`config.mk`:
```
export PLATFORM = sky130hd
export DESIGN_NAME = utf8_stream_decoder_top
export DESIGN_NICKNAME = d
export VERILOG_FILES = /design/src/rtl/usd_pkg.sv /design/src/rtl/utf8_stream_decoder_top.sv /design/src/rtl/usd_fifo.sv /design/src/rtl/usd_front.sv /design/src/rtl/usd_back.sv
export VERILOG_INCLUDE_DIRS = /design/src /design/src/rtl
export SDC_FILE = /design/constraint.sdc
export NUM_CORES = 1
export LEC_CHECK = 0
export BUFFER_PORTS_ARGS = -buffer_cell sky130_fd_sc_hd__buf_2
export CORE_UTILIZATION = 52
export DETAILED_ROUTE_END_ITERATION = 10
export GPL_ROUTABILITY_DRIVEN = 0
export PLACE_DENSITY = 0.76
export SKIP_CTS_REPAIR_TIMING = 1
export SLEW_MARGIN = 5
export SYNTH_ARGS = -nofsm -noshare
export SYNTH_HDL_FRONTEND = slang
export SYNTH_SLANG_ARGS = --single-unit
export TNS_END_PERCENT = 30
```
`constraint.sdc`:
```
create_clock -name clk -period 4.6 [get_ports clk]
set_input_delay 0.23 -clock clk [delete_from_list [all_inputs] [get_ports clk]]
set_output_delay 0.23 -clock clk [all_outputs]
set_load 0.01 [all_outputs]
```
`src/rtl/utf8_stream_decoder_top_assert.svh`:
```
// ----------------------------------------------------------------------------
// UTF-8 stream decoder assertion macros
// Shared property forms for the decoder's checks, clocked on clk, off in reset.
// ----------------------------------------------------------------------------
`ifndef UTF8_STREAM_DECODER_TOP_ASSERT_SVH
`define UTF8_STREAM_DECODER_TOP_ASSERT_SVH

// Same-cycle implication
`define USD_ASSERT_NOW(lbl, ante, cons, msg) \
  lbl: assert property (@(posedge clk) disable iff (!rst_n) (ante) |-> (cons)) \
    else $error(msg);

// Next-cycle implication
`define USD_ASSERT_NEXT(lbl, ante, cons, msg) \
  lbl: assert property (@(posedge clk) disable iff (!rst_n) (ante) |=> (cons)) \
    else $error(msg);

`endif

```
`src/rtl/usd_pkg.sv`:
```
// ----------------------------------------------------------------------------
// UTF-8 stream decoder package
// Types, constants and register map shared by the decoder modules.
// ----------------------------------------------------------------------------
`timescale 1ns / 1ps

package usd_pkg;

  // Default saturation limit of the per-buffer character count
  localparam longint unsigned COUNT_MAX_DEF = 64'd65536;

  // Field widths
  localparam int CP_W      = 31;
  localparam int COUNT_W   = 17;
  localparam int DATA_W    = 8;

  // Queue depths
  localparam int QUEUE_DEPTH = 2;

  // Held sequence bytes
  localparam int HOLD_DEPTH = 5;
  localparam int HOLD_IDX_W = $clog2(HOLD_DEPTH);
  localparam int HOLD_CNT_W = $clog2(HOLD_DEPTH + 1);
  localparam int NEED_W     = 3;
  localparam int LEAD_W     = 5;

  // Lead payload masks
  localparam logic [7:0] MASK_LEAD2 = 8'h1F;
  localparam logic [7:0] MASK_LEAD3 = 8'h0F;
  localparam logic [7:0] MASK_LEAD4 = 8'h07;
  localparam logic [7:0] MASK_LEAD5 = 8'h03;
  localparam logic [7:0] MASK_LEAD6 = 8'h01;
  localparam logic [7:0] MASK_CONT  = 8'h3F;

  // Configuration port
  localparam int CFG_ADDR_W = 3;
  localparam int CFG_DATA_W = 32;
  localparam int REG_IDX_W  = 1;
  localparam logic [REG_IDX_W-1:0] REG_FORCE_MODE = 1'b0;

  // Byte class, decided at the front
  typedef enum logic [1:0] {
    CLS_ASCII,
    CLS_CONT,
    CLS_LEAD,
    CLS_BAD
  } byte_cls_t;

  // Classified input item
  typedef struct packed {
    logic [DATA_W-1:0] data;
    logic              eob;
    byte_cls_t         cls;
    logic [NEED_W-1:0] need;
    logic [LEAD_W-1:0] lead_bits;
  } item_t;

  // Result item
  typedef struct packed {
    logic [CP_W-1:0]    code_point;
    logic               decode_failed;
    logic               run_last;
    logic               buffer_done;
    logic [COUNT_W-1:0] char_count;
  } result_t;

  // Back-end sequencer state
  typedef enum logic {
    ST_PROC,
    ST_FLUSH
  } seq_state_t;

endpackage

```
`src/rtl/utf8_stream_decoder_top.sv`:
```
// ----------------------------------------------------------------------------
// UTF-8 stream decoder, top level
// Decodes a byte stream in legacy 1-to-6-byte UTF-8 into code points.
// ----------------------------------------------------------------------------
// Bytes enter through a push/full queue and results leave through an
// empty/pop queue. A well-formed stream runs at one byte per clock while
// results are popped; a byte is registered in the input queue and its result
// in the result queue before that result is on the output ports. The back-end
// sequencer writes one result per cycle while the result queue has room, so a
// byte that breaks a sequence in force mode has the held bytes flushed raw
// first and is then handled itself; a lead that ends the buffer is then also
// flushed raw. An aborted buffer's trailing bytes are dropped at one per cycle
// while the result queue has room. force_mode sits at byte address 0 of the
// APB port and may only be changed while the decoder is idle. Character
// counts saturate at COUNT_MAX. No clearing pass is needed after reset.
`timescale 1ns / 1ps

module utf8_stream_decoder_top #(
  parameter longint unsigned COUNT_MAX = usd_pkg::COUNT_MAX_DEF
) (
  input  logic                           clk,
  input  logic                           rst_n,
  // Input queue
  input  logic                           push,
  output logic                           full,
  input  logic [usd_pkg::DATA_W-1:0]     in_data_byte,
  input  logic                           in_end_of_buffer,
  // Result queue
  output logic                           empty,
  input  logic                           pop,
  output logic [usd_pkg::CP_W-1:0]       out_code_point,
  output logic                           out_decode_failed,
  output logic                           out_run_last,
  output logic                           out_buffer_done,
  output logic [usd_pkg::COUNT_W-1:0]    out_char_count,
  // Configuration
  input  logic                           psel,
  input  logic                           penable,
  input  logic                           pwrite,
  input  logic [usd_pkg::CFG_ADDR_W-1:0] paddr,
  input  logic [usd_pkg::CFG_DATA_W-1:0] pwdata,
  output logic [usd_pkg::CFG_DATA_W-1:0] prdata,
  output logic                           pready
);

  import usd_pkg::*;

  logic                    force_mode_r, force_mode_nxt;
  logic [REG_IDX_W-1:0]    reg_idx;
  logic                    reg_hit;
  logic                    head_valid;
  item_t                   head;
  logic                    head_pop;
  logic                    res_full;
  logic                    res_push;
  result_t                 res;
  logic [$bits(result_t)-1:0] out_bits;
  result_t                 out_item;

  // Decode the register address
  assign reg_idx = paddr[CFG_ADDR_W-1:2];
  assign reg_hit = (paddr[CFG_ADDR_W-1:2] == REG_FORCE_MODE);
  assign pready  = 1'b1;
  assign prdata  = reg_hit ? CFG_DATA_W'(force_mode_r) : '0;

  // Write the mode register on the access phase
  always_comb begin
    force_mode_nxt = force_mode_r;
    if (psel && penable && pwrite && pready) begin
      case (reg_idx)
        REG_FORCE_MODE: force_mode_nxt = pwdata[0];
        default:        force_mode_nxt = force_mode_r;
      endcase
    end
  end

  always_ff @(posedge clk) begin
    if (!rst_n) begin
      force_mode_r <= 1'b0;
    end else begin
      force_mode_r <= force_mode_nxt;
    end
  end

  usd_front u_front (
    .clk           (clk),
    .rst_n         (rst_n),
    .push          (push),
    .full          (full),
    .data_byte     (in_data_byte),
    .end_of_buffer (in_end_of_buffer),
    .head_valid    (head_valid),
    .head          (head),
    .head_pop      (head_pop)
  );

  usd_back #(
    .COUNT_MAX (COUNT_MAX)
  ) u_back (
    .clk        (clk),
    .rst_n      (rst_n),
    .force_mode (force_mode_r),
    .head_valid (head_valid),
    .head       (head),
    .head_pop   (head_pop),
    .res_full   (res_full),
    .res_push   (res_push),
    .res        (res)
  );

  // Queue results toward the consumer
  usd_fifo #(
    .WIDTH ($bits(result_t)),
    .DEPTH (QUEUE_DEPTH)
  ) u_out_queue (
    .clk     (clk),
    .rst_n   (rst_n),
    .wr_en   (res_push),
    .wr_data (res),
    .full    (res_full),
    .rd_en   (pop),
    .rd_data (out_bits),
    .empty   (empty)
  );

  assign out_item          = result_t'(out_bits);
  assign out_code_point    = out_item.code_point;
  assign out_decode_failed = out_item.decode_failed;
  assign out_run_last      = out_item.run_last;
  assign out_buffer_done   = out_item.buffer_done;
  assign out_char_count    = out_item.char_count;

endmodule

```
`src/rtl/usd_fifo.sv`:
```
// ----------------------------------------------------------------------------
// Small register FIFO
// Generic first-in first-out queue with full/empty flags, used between stages.
// ----------------------------------------------------------------------------
`timescale 1ns / 1ps

module usd_fifo #(
  parameter int WIDTH = 8,
  parameter int DEPTH = 2
) (
  input  logic             clk,
  input  logic             rst_n,
  input  logic             wr_en,
  input  logic [WIDTH-1:0] wr_data,
  output logic             full,
  input  logic             rd_en,
  output logic [WIDTH-1:0] rd_data,
  output logic             empty
);

  localparam int PTR_W = (DEPTH > 1) ? $clog2(DEPTH) : 1;
  localparam int CNT_W = $clog2(DEPTH + 1);
  localparam logic [PTR_W-1:0] PTR_LAST = PTR_W'(DEPTH - 1);

  logic [WIDTH-1:0] mem_r [DEPTH];
  logic [PTR_W-1:0] wr_ptr_r, wr_ptr_nxt;
  logic [PTR_W-1:0] rd_ptr_r, rd_ptr_nxt;
  logic [CNT_W-1:0] count_r, count_nxt;
  logic             do_wr, do_rd;

  assign full    = (count_r == CNT_W'(DEPTH));
  assign empty   = (count_r == '0);
  assign do_wr   = wr_en && !full;
  assign do_rd   = rd_en && !empty;
  assign rd_data = mem_r[rd_ptr_r];

  // Advance pointers and occupancy
  always_comb begin
    wr_ptr_nxt = wr_ptr_r;
    rd_ptr_nxt = rd_ptr_r;
    count_nxt  = count_r;
    if (do_wr) begin
      wr_ptr_nxt = (wr_ptr_r == PTR_LAST) ? '0 : wr_ptr_r + 1'b1;
    end
    if (do_rd) begin
      rd_ptr_nxt = (rd_ptr_r == PTR_LAST) ? '0 : rd_ptr_r + 1'b1;
    end
    if (do_wr && !do_rd) begin
      count_nxt = count_r + 1'b1;
    end else if (do_rd && !do_wr) begin
      count_nxt = count_r - 1'b1;
    end
  end

  always_ff @(posedge clk) begin
    if (!rst_n) begin
      wr_ptr_r <= '0;
      rd_ptr_r <= '0;
      count_r  <= '0;
    end else begin
      wr_ptr_r <= wr_ptr_nxt;
      rd_ptr_r <= rd_ptr_nxt;
      count_r  <= count_nxt;
    end
  end

  // Store payload
  always_ff @(posedge clk) begin
    if (do_wr) begin
      mem_r[wr_ptr_r] <= wr_data;
    end
  end

endmodule

```
`src/rtl/usd_front.sv`:
```
// ----------------------------------------------------------------------------
// UTF-8 decoder front end
// Accepts bytes, classifies each as ASCII, continuation, lead or bad, and
// queues the classified item for the back end.
// ----------------------------------------------------------------------------
`timescale 1ns / 1ps

module usd_front (
  input  logic                      clk,
  input  logic                      rst_n,
  input  logic                      push,
  output logic                      full,
  input  logic [usd_pkg::DATA_W-1:0] data_byte,
  input  logic                      end_of_buffer,
  output logic                      head_valid,
  output usd_pkg::item_t            head,
  input  logic                      head_pop
);

  import usd_pkg::*;

  item_t                  item;
  logic [$bits(item_t)-1:0] head_bits;
  logic                   q_empty;

  // Classify the incoming byte and extract lead payload bits
  always_comb begin
    item.data      = data_byte;
    item.eob       = end_of_buffer;
    item.cls       = CLS_BAD;
    item.need      = '0;
    item.lead_bits = '0;
    if (data_byte inside {[8'h00:8'h7F]}) begin
      item.cls = CLS_ASCII;
    end else if (data_byte inside {[8'h80:8'hBF]}) begin
      item.cls = CLS_CONT;
    end else if (data_byte inside {[8'hC0:8'hDF]}) begin
      item.cls       = CLS_LEAD;
      item.need      = NEED_W'(1);
      item.lead_bits = LEAD_W'(data_byte & MASK_LEAD2);
    end else if (data_byte inside {[8'hE0:8'hEF]}) begin
      item.cls       = CLS_LEAD;
      item.need      = NEED_W'(2);
      item.lead_bits = LEAD_W'(data_byte & MASK_LEAD3);
    end else if (data_byte inside {[8'hF0:8'hF7]}) begin
      item.cls       = CLS_LEAD;
      item.need      = NEED_W'(3);
      item.lead_bits = LEAD_W'(data_byte & MASK_LEAD4);
    end else if (data_byte inside {[8'hF8:8'hFB]}) begin
      item.cls       = CLS_LEAD;
      item.need      = NEED_W'(4);
      item.lead_bits = LEAD_W'(data_byte & MASK_LEAD5);
    end else if (data_byte inside {[8'hFC:8'hFD]}) begin
      item.cls       = CLS_LEAD;
      item.need      = NEED_W'(5);
      item.lead_bits = LEAD_W'(data_byte & MASK_LEAD6);
    end
  end

  // Queue classified items toward the back end
  usd_fifo #(
    .WIDTH ($bits(item_t)),
    .DEPTH (QUEUE_DEPTH)
  ) u_queue (
    .clk     (clk),
    .rst_n   (rst_n),
    .wr_en   (push),
    .wr_data (item),
    .full    (full),
    .rd_en   (head_pop),
    .rd_data (head_bits),
    .empty   (q_empty)
  );

  assign head       = item_t'(head_bits);
  assign head_valid = !q_empty;

endmodule

```
`src/rtl/usd_back.sv`:
```
// ----------------------------------------------------------------------------
// UTF-8 decoder back end
// Sequencer that assembles code points from queued items, flushes held bytes
// raw on failure in force mode, aborts and discards buffers otherwise.
// ----------------------------------------------------------------------------
`timescale 1ns / 1ps
`include "utf8_stream_decoder_top_assert.svh"

module usd_back #(
  parameter longint unsigned COUNT_MAX = usd_pkg::COUNT_MAX_DEF
) (
  input  logic             clk,
  input  logic             rst_n,
  input  logic             force_mode,
  input  logic             head_valid,
  input  usd_pkg::item_t   head,
  output logic             head_pop,
  input  logic             res_full,
  output logic             res_push,
  output usd_pkg::result_t res
);

  import usd_pkg::*;

  localparam int CNT_W = $clog2(COUNT_MAX + 64'd1);
  localparam logic [CNT_W-1:0] CNT_LIMIT = CNT_W'(COUNT_MAX);

  seq_state_t            state_r, state_nxt;
  logic [CP_W-1:0]       acc_r, acc_nxt;
  logic [NEED_W-1:0]     need_r, need_nxt;
  logic [HOLD_CNT_W-1:0] held_cnt_r, held_cnt_nxt;
  logic [HOLD_IDX_W-1:0] idx_r, idx_nxt;
  logic [CNT_W-1:0]      total_r, total_nxt;
  logic                  disc_r, disc_nxt;
  logic                  flush_end_r, flush_end_nxt;
  logic [DATA_W-1:0]     held_r [HOLD_DEPTH];

  logic                  hold_we;
  logic [HOLD_IDX_W-1:0] hold_waddr;
  logic [CNT_W-1:0]      cnt_inc;
  logic [CP_W-1:0]       acc_cont;
  logic                  last_idx;
  logic                  emit_en;
  logic [CP_W-1:0]       emit_cp;
  logic                  emit_last;
  logic                  emit_done;
  logic                  abort_en;

  assign cnt_inc  = (total_r < CNT_LIMIT) ? total_r + 1'b1 : total_r;
  assign acc_cont = {acc_r[CP_W-7:0], head.data[5:0]};
  assign last_idx = (HOLD_CNT_W'(idx_r) == held_cnt_r - 1'b1);

  // Next state, result and queue controls
  always_comb begin
    state_nxt     = state_r;
    acc_nxt       = acc_r;
    need_nxt      = need_r;
    held_cnt_nxt  = held_cnt_r;
    idx_nxt       = idx_r;
    total_nxt     = total_r;
    disc_nxt      = disc_r;
    flush_end_nxt = flush_end_r;
    head_pop      = 1'b0;
    hold_we       = 1'b0;
    hold_waddr    = held_cnt_r[HOLD_IDX_W-1:0];
    emit_en       = 1'b0;
    emit_cp       = '0;
    emit_last     = 1'b0;
    emit_done     = 1'b0;
    abort_en      = 1'b0;
    res_push      = 1'b0;
    res           = '0;

    case (state_r)
      ST_PROC: begin
        if (head_valid && !res_full) begin
          if (disc_r) begin
            // Drop the rest of an aborted buffer
            head_pop = 1'b1;
            if (head.eob) begin
              disc_nxt  = 1'b0;
              total_nxt = '0;
            end
          end else if (held_cnt_r != '0) begin
            if (head.cls == CLS_CONT) begin
              // Extend the open sequence
              hold_we      = (held_cnt_r < HOLD_CNT_W'(HOLD_DEPTH));
              acc_nxt      = acc_cont;
              need_nxt     = need_r - 1'b1;
              held_cnt_nxt = held_cnt_r + 1'b1;
              if (need_r == NEED_W'(1)) begin
                emit_en      = 1'b1;
                emit_cp      = acc_cont;
                emit_last    = 1'b1;
                emit_done    = head.eob;
                head_pop     = 1'b1;
                held_cnt_nxt = '0;
                need_nxt     = '0;
                acc_nxt      = '0;
              end else if (!head.eob) begin
                head_pop = 1'b1;
              end else if (force_mode) begin
                head_pop      = 1'b1;
                state_nxt     = ST_FLUSH;
                flush_end_nxt = 1'b1;
                idx_nxt       = '0;
              end else begin
                abort_en = 1'b1;
              end
            end else if (force_mode) begin
              // Flush held bytes, then revisit this item by its class
              state_nxt     = ST_FLUSH;
              flush_end_nxt = 1'b0;
              idx_nxt       = '0;
            end else begin
              abort_en = 1'b1;
            end
          end else begin
            case (head.cls)
              CLS_ASCII: begin
                emit_en   = 1'b1;
                emit_cp   = CP_W'(head.data);
                emit_last = 1'b1;
                emit_done = head.eob;
                head_pop  = 1'b1;
              end
              CLS_LEAD: begin
                // Open a new sequence
                hold_we      = 1'b1;
                hold_waddr   = '0;
                held_cnt_nxt = HOLD_CNT_W'(1);
                need_nxt     = head.need;
                acc_nxt      = CP_W'(head.lead_bits);
                if (!head.eob) begin
                  head_pop = 1'b1;
                end else if (force_mode) begin
                  head_pop      = 1'b1;
                  state_nxt     = ST_FLUSH;
                  flush_end_nxt = 1'b1;
                  idx_nxt       = '0;
                end else begin
                  abort_en = 1'b1;
                end
              end
              default: begin
                // Bad byte or stray continuation: pass through or abort
                if (force_mode) begin
                  emit_en   = 1'b1;
                  emit_cp   = CP_W'(head.data);
                  emit_last = 1'b1;
                  emit_done = head.eob;
                  head_pop  = 1'b1;
                end else begin
                  abort_en = 1'b1;
                end
              end
            endcase
          end
        end
      end
      ST_FLUSH: begin
        // Emit one held byte raw per cycle while the result queue has room
        if (!res_full) begin
          emit_en   = 1'b1;
          emit_cp   = CP_W'(held_r[idx_r]);
          emit_last = last_idx &&
                      (flush_end_r || (head.cls == CLS_LEAD && !head.eob));
          emit_done = last_idx && flush_end_r;
          if (last_idx) begin
            state_nxt    = ST_PROC;
            held_cnt_nxt = '0;
            need_nxt     = '0;
            acc_nxt      = '0;
          end else begin
            idx_nxt = idx_r + 1'b1;
          end
        end
      end
      default: begin
        state_nxt = ST_PROC;
      end
    endcase

    // Count and deliver a character
    if (emit_en) begin
      res_push            = 1'b1;
      res.code_point      = emit_cp;
      res.run_last        = emit_last;
      res.buffer_done     = emit_done;
      res.char_count      = COUNT_W'(cnt_inc);
      total_nxt           = emit_done ? '0 : cnt_inc;
    end

    // Abort the buffer with a single error result
    if (abort_en) begin
      res_push          = 1'b1;
      res.decode_failed = 1'b1;
      res.run_last      = 1'b1;
      res.buffer_done   = 1'b1;
      head_pop          = 1'b1;
      hold_we           = 1'b0;
      held_cnt_nxt      = '0;
      need_nxt          = '0;
      acc_nxt           = '0;
      total_nxt         = '0;
      disc_nxt          = !head.eob;
    end
  end

  always_ff @(posedge clk) begin
    if (!rst_n) begin
      state_r     <= ST_PROC;
      acc_r       <= '0;
      need_r      <= '0;
      held_cnt_r  <= '0;
      idx_r       <= '0;
      total_r     <= '0;
      disc_r      <= 1'b0;
      flush_end_r <= 1'b0;
    end else begin
      state_r     <= state_nxt;
      acc_r       <= acc_nxt;
      need_r      <= need_nxt;
      held_cnt_r  <= held_cnt_nxt;
      idx_r       <= idx_nxt;
      total_r     <= total_nxt;
      disc_r      <= disc_nxt;
      flush_end_r <= flush_end_nxt;
    end
  end

  // Hold sequence bytes for a raw flush
  always_ff @(posedge clk) begin
    if (hold_we) begin
      held_r[hold_waddr] <= head.data;
    end
  end

  `USD_ASSERT_NOW(a_flush_has_bytes, state_r == ST_FLUSH, held_cnt_r != '0, "flush without held bytes")
  `USD_ASSERT_NOW(a_disc_idle, disc_r, held_cnt_r == '0 && total_r == '0, "discard with open sequence")
  `USD_ASSERT_NEXT(a_done_clears, res_push && res.buffer_done, total_r == '0 && held_cnt_r == '0, "buffer end left state")
  `USD_ASSERT_NEXT(a_flush_step, state_r == ST_FLUSH && !res_full && !last_idx, state_r == ST_FLUSH && idx_r == $past(idx_r) + 1'b1, "flush index did not advance")

endmodule
```
# ---- Yosys cells after proc, flatten, opt, wreduce, memory -nomap -nowiden
# Memory sizes are Yosys's and may differ from the RTL's. A register that Yosys moved wholly into a read port is not among the register bits.
# Cells that the tools add are included.
dict set report classes {
  addsub 13
  n_eq_ne 18
  n_bitwise 4
  n_mux 159
  order_cmp 16
  n_reduce_logical 49
}
# operator count
set ops {}
lappend ops {{25-bit 2-to-1 mux} 8}
lappend ops {{31-bit 2-to-1 mux} 6}
lappend ops {{31-bit one-hot mux with 2 select lines} 2}
lappend ops {{17-bit 2-to-1 mux} 7}
lappend ops {{3-bit 2-to-1 mux} 32}
lappend ops {{1-bit 2-to-1 mux} 76}
lappend ops {{25-bit one-hot mux with 2 select lines} 1}
lappend ops {{8-bit greater-or-equal comparator, second input constant} 6}
lappend ops {{8-bit less-or-equal comparator, second input constant} 6}
lappend ops {{8-bit 2-to-1 mux} 4}
lappend ops {{10-bit 2-to-1 mux} 3}
lappend ops {{1-bit logical AND} 21}
lappend ops {{19-bit 2-to-1 mux} 1}
lappend ops {{9-bit 2-to-1 mux} 2}
lappend ops {{3-bit one-hot mux with 2 select lines} 3}
lappend ops {{6-bit AND reduction} 3}
lappend ops {{17-bit by 1-bit adder with 17-bit output, second input constant} 1}
lappend ops {{17-bit less-than comparator, second input constant} 1}
lappend ops {{1-bit one-hot mux with 2 select lines} 8}
lappend ops {{2-bit nonzero test} 7}
lappend ops {{2-bit 2-to-1 mux} 6}
lappend ops {{2-bit inequality test, second input constant} 6}
lappend ops {{1-bit zero test} 9}
lappend ops {{3-bit inequality test, second input constant} 3}
lappend ops {{other kinds (22)} 37}
dict set report totals {
  reg_bits 63
  elab_cells 277
  inputBits 51
  out_inout_bits 86
  n_memories 3
  ramBits 180
}
# memory depth width rd rd_ports_with_merged_regs write_ports line_no
set mem_list {}
lappend mem_list {u_out_queue.mem_r 2 51 1 1 1 usd_fifo.sv:25} ;# logic [WIDTH-1:0] mem_r [DEPTH];
lappend mem_list {u_back.held_r 5 8 1 1 1 usd_back.sv:36} ;# logic [DATA_W-1:0] held_r [HOLD_DEPTH];
lappend mem_list {u_front.u_queue.mem_r 2 19 1 1 1 usd_fifo.sv:25}

# ---- Logic depth before layout (Yosys ltp)
# Gate-level depths: netlist of run 1.
dict set report logic_depth {
  ltp_word 14
  mapped_depth 14
  mapped_depth_nobuf 12
}

# ---- Cells and area by module
# From an unflattened synthesis of run 1, not the netlist that was laid out.
dict set report hier_totals {
  cells_unflattened 837
  area_unflattened_um2 10910.5
}
# module n_inst area_per_inst_um2 seq_area_each_um2 cells_per_inst
set by_module_without_submodules {}
lappend by_module_without_submodules {usd_back 1 4982.3 2342.2 509}
lappend by_module_without_submodules {{usd_fifo at u_out_queue} 1 3901.2 3163.0 184}
lappend by_module_without_submodules {{usd_fifo at u_front.u_queue} 1 1601.5 1241.2 84}
lappend by_module_without_submodules {utf8_stream_decoder_top 1 315.3 20.0 40}
lappend by_module_without_submodules {usd_front 1 110.1 0.0 20}

# ---- Worst setup path after synthesis of run 1
# Ideal clock, no wire load.
dict set report synth_path {
  kind {flip-flop to flip-flop}
  start {reg u_back.held_cnt_r[0]}
  end {mem u_out_queue.mem_r[0][0] (netlist name), enable pin}
  stages_incl_launch_ff 10
  setup_ns 0.478
  arrival_ns 4.396
  n_path_buf 2
  slack_ns -0.274
  required_time_ns 4.122
  period_less_slack_ns 4.874
  path_cell_list {dfxtp_1 inv_1 ha_1 nand2b_1 clkbuf_1 o211a_1 o21a_1 nor2_1 clkbuf_1 a21oi_1}
}
dict set report synth_via {
  elab_chain_len 10
  word_cells_on_any_way 14
  cone_classes {mux: 12; reduce/logical: 2}
}
# element line_no
set synth_rtl {}
lappend synth_rtl {{start: declaration} usd_back.sv:31} ;# logic [HOLD_CNT_W-1:0] held_cnt_r, held_cnt_nxt;
lappend synth_rtl {{start signal: assignment} usd_back.sv:224} ;# held_cnt_r <= held_cnt_nxt;
lappend synth_rtl {{3-bit nonzero test *} usd_back.sv:84} ;# end else if (held_cnt_r != '0) begin
lappend synth_rtl {{1-bit 2-to-1 mux} usd_back.sv:84}
lappend synth_rtl {{1-bit 2-to-1 mux} usd_back.sv:77} ;# if (disc_r) begin
lappend synth_rtl {{1-bit 2-to-1 mux} usd_back.sv:76} ;# if (head_valid && !res_full) begin
lappend synth_rtl {{1-bit one-hot mux with 2 select lines} usd_back.sv:74} ;# case (state_r)
lappend synth_rtl {{1-bit 2-to-1 mux} usd_back.sv:185} ;# if (emit_en) begin
lappend synth_rtl {{1-bit 2-to-1 mux *} usd_back.sv:195} ;# if (abort_en) begin
lappend synth_rtl {{1-bit logical AND *} usd_fifo.sv:33} ;# assign do_wr = wr_en && !full;
lappend synth_rtl {{1-bit 2-to-1 mux *} usd_fifo.sv:69} ;# if (do_wr) begin
lappend synth_rtl {{1-bit 2-to-1 mux (implied by the code) *} usd_fifo.sv:70} ;# mem_r[wr_ptr_r] <= wr_data;
lappend synth_rtl {{end: declaration} usd_fifo.sv:25}
# Mark *: on every way between the ends. The rest lies on a longest branch, timed or not.

# ---- Worst setup path after layout of run 1
dict set report layout_path {
  start {reg u_back.held_cnt_r[0]}
  end {mem u_out_queue.mem_r[1][34] (netlist name), enable pin}
}
dict set report layout_via {
  elab_chain_len 10
  word_cells_on_any_way 14
  cone_classes {mux: 12; reduce/logical: 2}
}
# element line_no
set layout_rtl {}
lappend layout_rtl {{3-bit nonzero test *} usd_back.sv:84}
lappend layout_rtl {{1-bit 2-to-1 mux} usd_back.sv:84}
lappend layout_rtl {{1-bit 2-to-1 mux} usd_back.sv:77}
lappend layout_rtl {{1-bit 2-to-1 mux} usd_back.sv:76}
lappend layout_rtl {{1-bit one-hot mux with 2 select lines} usd_back.sv:74}
lappend layout_rtl {{1-bit 2-to-1 mux} usd_back.sv:185}
lappend layout_rtl {{1-bit 2-to-1 mux *} usd_back.sv:195}
lappend layout_rtl {{1-bit logical AND *} usd_fifo.sv:33}
lappend layout_rtl {{net u_out_queue.do_wr} usd_fifo.sv:29} ;# logic do_wr, do_rd;
lappend layout_rtl {{1-bit 2-to-1 mux *} usd_fifo.sv:69}
lappend layout_rtl {{1-bit 2-to-1 mux (implied by the code) *} usd_fifo.sv:70}
# The timed path passes the listed nets; every way through them passes the cells marked *.

==> flow_metrics.py, run 1 <==
metrics = {
    "status": {
        "status": "finished clean",
    },
    "power": {
        "seq_power_share_pct": 43.2,
        "leakagePower_nw": 4.41,
        "switchingPower_w": 0.00219,
        "p_sw_share_pct": 30.3,
        "p_clk_share_pct": 28.8,
        "ir_drop_uv": 285,
        "power_density_nw_per_um2": 585,
        "combinationalPowerShare_pct": 28.0,
        "p_int_w": 0.00504,
    },
    "route": {
        "drc_errors": 0,
        "routed_wl_um": 21100,
        "num_vias": 6775,
        "ant_nets": 0,
        "wl_per_cell_um": 17.4,
        "viasPerCell": 5.60,
        "dr.pass1.iters": 6,
        "drt_iter0_markers": 431,
    },
    "placement": {
        "place_inst": 1157,
        "placed_area_um2": 11400,
        "dpl.hpwl_um": 13900,
        "port_buffers": 71,
    },
    "timing": {
        "relSlewSlack_pct": 20.8,
        "hold_viol_final": 0,
        "max_clock_freq_mhz": 257,
        "grt_setup_unrepaired": "no",
        "drv_slew": 0,
        "fin_skew_ps": 8.41,
        "setup_viol": 0,
        "finalCritPeriodShare_pct": 84.5,
        "finalSetupTns_ps": 0,
        "max_slew.worst_pin.slew_ps": 1190,
        "finalCriticalPeriod_ps": 3890,
    },
    "synthesis": {
        "yosysTopAreaCell": "edfxtp_1",
        "async_reset_ff_share_pct": 0,
        "synth_edf_count": 180,
        "syn-mean-instance-area_um2": 12.9,
        "synth_xor_area_share_pct": 1.18,
        "synthTopCellsByArea": "edfxtp_1 (50%), dfxtp_1 (13%), mux2_2 (7.0%)",
        "yosys.area_share.adder_pct": 1.04,
        "synth_top_area_share_pct": 50.0,
        "ys_types": 64,
        "ys_warn_count": 0,
        "synth_ff_type": "edfxtp_1",
        "synthCells": 839,
        "synth_top_family_by_area": "simple AND/OR/NAND/NOR gates",
        "synthMuxAreaShare_pct": 9.75,
        "ys_seq_elements": 248,
        "ys_seq_area_share_pct": 62.5,
        "netlist_area_um2": 10800,
        "synth-compound-area-share_pct": 8.05,
        "ys_top_cells_by_count": "edfxtp_1 (180), nand2_1 (72), dfxtp_1 (68), mux2_2 (67), nor2_1 (52)",
        "post-synth-top-count-cell": "edfxtp_1",
        "yosys.area_share.simple_pct": 12.9,
    },
    "global_route": {
        "grt.total_usage_pct": 19.8,
        "grt_max_degree": 39,
        "antenna_found_initial": 0,
        "grt_pass1_vias": 6466,
        "grt-ovfl-total": 0,
        "grt_first_pass_wirelength_um": 33700,
    },
    "clock_tree": {
        "clk_latency_ps": 510,
        "cts_tree": "yes",
        "cts_buffers": 24,
        "cts_buffer_depth": 3,
        "htree_levels": 1,
        "path_clk_slew_ps": 70,
        "clockRootBuffer": "clkbuf_16",
        "cts_sinks": 248,
    },
    "floorplanning": {
        "num_rows": 52,
        "start_util_pct": 53.3,
        "dieArea_um2": 21400,
        "chipWidth_um": 146,
        "die_y_um": 146,
        "core-area_um2": 20300,
        "ios": 137,
    },
    "layout": {
        "final_net_count": 981,
        "drive_above_1_share_pct": 23.9,
        "diodes": 0,
        "fin_area_um2": 12300,
        "n_fill_cell": 1593,
        "area_growth_pct": 14.0,
        "stdcell_count": 1209,
    },
    "setup_path": {
        "crit_arrival_ps": 4080,
        "cp_data_required_time_ps": 4800,
        "crit_path_start_kind": "register",
        "cp-end-kind": "register",
        "crit_type": "register to register",
        "path_max_fanout": 38,
    },
    "flow_run": {
        "maxCapViolCount": 0,
    },
    "hold_path": {
        "min_path_type": "input pin to register",
    },
}
metrics by stage:
stage	hold slack, ps	utilization (%)	total power (W)	worst slack [ps]
floorplan	329	-	0.00450	855
global placement	434	56.1	0.00513	913
detailed placement	441	56.1	0.00519	793
CTS	-83.3	60.4	0.00727	776
global route	10.8	60.8	0.00755	437
finish	7.84	60.8	0.00722	713
power groups by stage:
stage                     sequential [W]  combinational (W)  clock (W)
after floorplan                  0.00311            0.00139          0
after global placement           0.00314            0.00199          0
after detailed placement         0.00317            0.00202          0
after CTS                        0.00312            0.00204    0.00211
after global routing             0.00316            0.00220    0.00219
final                            0.00312            0.00202    0.00208
layout make-up:
class | instances | area (µm²) | share of cell area [%]
sequential | 248 | 6770 | 54.9
multi-input combinational | 532 | 3720 | 30.2
clock buffer | 33 | 706 | 5.72
timing repair buffer | 97 | 583 | 4.73
tap | 270 | 338 | 2.74
clock inverter | 11 | 153 | 1.24
inverter | 18 | 67.6 | 0.548
layout by cell type (no fill, tap or decap), drive strengths merged, types with 9 or more instances in the layout:
cell type,Yosys,layout
nor4,13,13
buf,48,89
nor3,17,17
dfxtp,68,68
nand2,72,72
ha,9,9
o21ai,15,15
and2,29,29
mux2,67,67
nand2b,9,9
a21oi,43,43
edfxtp,180,180
or4,9,9
mux2i,12,12
clkbuf,23,33
xor2,9,9
conb,2,32
nor2,52,52
a211oi,9,9
inv,18,18
nand3,21,21
flip-flops by register name (all words and copies together) (netlist names), named ones only:
| signal | count |
|---|---|
| u_back.idx_r | 3 |
| u_back.disc_r | 1 |
| u_back.need_r | 3 |
| u_front.u_queue.wr_ptr_r | 1 |
| u_out_queue.rd_ptr_r | 1 |
| u_front.u_queue.rd_ptr_r | 1 |
| force_mode_r | 1 |
| u_out_queue.mem_r | 102 |
| u_back.acc_r | 25 |
| u_front.u_queue.count_r | 2 |
| u_front.u_queue.mem_r | 38 |
| u_back.held_r | 40 |
| u_back.held_cnt_r | 3 |
| u_back.total_r | 17 |
| u_back.flush_end_r | 1 |
| u_back.state_r | 1 |
| u_out_queue.count_r | 2 |
| u_out_queue.wr_ptr_r | 1 |
worst paths after layout:
path	start	end	slack (ps)	cells past startpoint
setup / recovery	u_back.held_cnt_r[0]	u_out_queue.mem_r[1][34]	710	9
hold reg to reg	u_back.acc_r[19]	u_back.acc_r[19]	460	2
hold / removal	in_data_byte[5]	u_front.u_queue.mem_r[1][16]	8	1
setup reg to reg	u_back.held_cnt_r[0]	u_out_queue.mem_r[1][34]	710	9
kinds of logic after synthesis:
group / after synthesis
compound gates: 124
flops: 248
fa+ha+maj: 9
other cells: 2
mux: 87
buf+inv: 89
xor+xnor: 13
simple gates: 267
routing by layer:
| layer | track usage, % | routed length, µm | vias to the layer above |
|---|---|---|---|
| met2 | 32.8 | 10300 | 216 |
| li1 | - | - | 3230 |
| met3 | 3.09 | 1130 | 32 |
| met1 | 27.1 | 9250 | 3297 |
| met4 | 5.36 | 418 | 0 |
| met5 | 0 | 0 | - |
critical path, cell delays in order (launching register included):
cell and delay (ps):
dfxtp_1 370, inv_1 190, ha_1 260, nand2b_1 280, o211a_1 270, o21a_1 310, nor2_2 920, nand2_1 210
and2_2 380, buf_4 340
Power figures use the tool's default switching activity.
==> run 2: changes to the inputs <==
--- a/config.mk
+++ b/config.mk
@@ -7,10 +7,10 @@
 export NUM_CORES = 1
 export LEC_CHECK = 0
 export BUFFER_PORTS_ARGS = -buffer_cell sky130_fd_sc_hd__buf_2
-export CORE_UTILIZATION = 52
+export CORE_UTILIZATION = 58
 export DETAILED_ROUTE_END_ITERATION = 10
 export GPL_ROUTABILITY_DRIVEN = 0
-export PLACE_DENSITY = 0.76
+export PLACE_DENSITY = 0.8
 export SKIP_CTS_REPAIR_TIMING = 1
 export SLEW_MARGIN = 5
 export SYNTH_ARGS = -nofsm -noshare
==> constraint.sdc (replaced) <==
create_clock -name clk -period 3.8 [get_ports clk]
set_input_delay 0.19 -clock clk [delete_from_list [all_inputs] [get_ports clk]]
set_output_delay 0.19 -clock clk [all_outputs]
set_load 0.01 [all_outputs]
==> flow_metrics.py, run 2 (synthesis results as in run 1) <==
metrics = {
    "global_route": {
        "antenna_found_initial": 0,
        "grt_pass1_vias": 6713,
        "grt-ovfl-total": 0,
        "grt_first_pass_wirelength_um": 33700,
        "grt_max_degree": 37,
        "grt.total_usage_pct": 22.2,
    },
    "route": {
        "drc_errors": 14,
        "dr.pass1.iters": 8,
        "viasPerCell": 5.87,
        "num_vias": 6899,
        "drt_iter0_markers": 622,
        "routed_wl_um": 21500,
        "wl_per_cell_um": 18.3,
        "ant_nets": 0,
    },
    "power": {
        "p_int_w": 0.00597,
        "p_sw_share_pct": 31.1,
        "seq_power_share_pct": 43.8,
        "combinationalPowerShare_pct": 28.4,
        "leakagePower_nw": 4.41,
        "p_clk_share_pct": 27.8,
        "switchingPower_w": 0.00269,
        "ir_drop_uv": 399,
        "power_density_nw_per_um2": 704,
        "total_power_w": 0.00866,
    },
    "setup_path": {
        "path_max_fanout": 10,
        "r2r_cells": 9,
        "crit_start": "u_out_queue.count_r[0]",
        "cp-end-kind": "register",
        "cp_data_required_time_ps": 4240,
        "crit_arrival_ps": 3730,
        "worstReg2RegEnd": "u_front.u_queue.count_r[1]",
        "r2r_slack_ps": 510,
        "reg2reg_from": "u_out_queue.count_r[0]",
        "crit_type": "register to register",
        "crit_path_start_kind": "register",
    },
    "hold_path": {
        "min_from": "push",
        "whs_path_depth": 4,
        "min_path_type": "input pin to register",
        "min_to": "u_front.u_queue.wr_ptr_r",
    },
    "layout": {
        "largest_register_ffs": 102,
        "diodes": 0,
        "final_net_count": 988,
        "fin_area_um2": 12300,
        "area_growth_pct": 13.7,
        "fin_util_pct": 67.8,
        "top_regs": "u_out_queue.mem_r: 102 flops, u_back.held_r: 40 flops, u_front.u_queue.mem_r: 38 flops",
        "regMostFlops": "u_out_queue.mem_r",
        "mostFrequentLayoutCells": "edfxtp_1 (180), nand2_1 (72), buf_2 (71)",
        "final_common_cell": "edfxtp_1",
        "drive_above_1_share_pct": 24.0,
    },
    "timing": {
        "setup_viol": 0,
        "max_slew.worst_pin.slew_ps": 958,
        "fin_skew_ps": 14.6,
        "finalCritPeriodShare_pct": 86.6,
        "whs_ps": 135,
        "grt_setup_unrepaired": "no",
        "relSlewSlack_pct": 35.6,
        "hold_viol_final": 0,
        "finalCriticalPeriod_ps": 3290,
        "max_clock_freq_mhz": 304,
        "finalSetupTns_ps": 0,
        "drv_slew": 0,
    },
    "floorplanning": {
        "num_rows": 49,
        "ios": 137,
        "die_y_um": 139,
        "chipWidth_um": 139,
        "dieArea_um2": 19200,
        "core-area_um2": 18100,
        "start_util_pct": 59.6,
    },
    "clock_tree": {
        "cts_sinks": 248,
        "clockRootBuffer": "clkbuf_16",
        "htree_levels": 1,
        "clk_latency_ps": 520,
        "cts_buffer_depth": 3,
        "cts_buffers": 24,
        "path_clk_slew_ps": 70,
        "cts_tree": "yes",
    },
    "placement": {
        "dpl.hpwl_um": 14000,
        "placed_area_um2": 11400,
        "port_buffers": 71,
    },
    "status": {
        "status": "finished, violations left",
        "violations": "DRC",
    },
    "flow_run": {
        "maxCapViolCount": 0,
    },
}
==> run 2: changes by cell type in the layout (fill, tap and decap cells not counted) <==
| cell | before | now |
|---|---|---|
| clkinv_2 | 5 | 4 |
| buf_4 | 17 | 21 |
| clkbuf_1 | 3 | 2 |
| clkinv_4 | 0 | 1 |
| inv_6 | 0 | 1 |
| dlygate4sd3_1 | 8 | 11 |
| clkinvlp_4 | 0 | 1 |
| clkbuf_16 | 25 | 26 |
| clkbuf_8 | 5 | 3 |
| clkinv_1 | 2 | 4 |
| bufinv_16 | 4 | 2 |
==> run 2: metal layers <==
layer,GRT usage (%),part of all wire [%],vias up
met5,0,0,-
met4,8.81,3.1,0
met3,3.11,5.4,54
met2,38.6,50,248
met1,28.2,41,3348
li1,-,-,3249
==> run 2: area by class of cell <==
cell class | count | area, µm²
sequential | 248 | 6770
fill | 1276 | 5840
multi-input combinational | 532 | 3720
clock buffer | 31 | 699
timing repair buffer | 104 | 643
tap | 229 | 287
clock inverter | 13 | 120
inverter | 18 | 67.6
==> run 2: critical path: stages (launching register included) <==
cell and delay [ps]:
dfxtp_1 460, nor2b_2 120, or4_1 770, a2111oi_4 540, nor2_1 160, inv_1 150, a21oi_1 130, ha_1 360
or3_1 380, a21oi_1 140
==> run 2: through the flow <==
step | setup WS, ps | instances
2_1_floorplan | 54.6 | 869
3_3_place_gp | 622 | 1120
3_5_place_dp | 582 | 1120
4_1_cts | 539 | 1164
5_1_grt | 309 | 1175
6_report | 507 | 1175
==> run 2: power groups by stage <==
| stage | registers (W) | logic (W) | clock network (W) |
|---|---|---|---|
| 6_report | 0.00379 | 0.00246 | 0.00241 |
| 5_1_grt | 0.00385 | 0.00264 | 0.00254 |
| 4_1_cts | 0.00380 | 0.00245 | 0.00244 |
| 3_5_place_dp | 0.00385 | 0.00242 | 0 |
| 3_3_place_gp | 0.00381 | 0.00238 | 0 |
| 2_1_floorplan | 0.00376 | 0.00168 | 0 |
==> run 2: worst max path at each step <==
| stage | endpoint | slack, ps | cells past startpoint |
|---|---|---|---|
| after floorplan | u_out_queue.mem_r[1][0] | 50 | 11 |
| after global placement | u_front.u_queue.count_r[1] | 620 | 9 |
| after detailed placement | u_front.u_queue.count_r[1] | 580 | 9 |
| after CTS | u_front.u_queue.count_r[1] | 540 | 9 |
| after global routing | u_front.u_queue.count_r[1] | 310 | 9 |
| final | u_front.u_queue.count_r[1] | 510 | 9 |
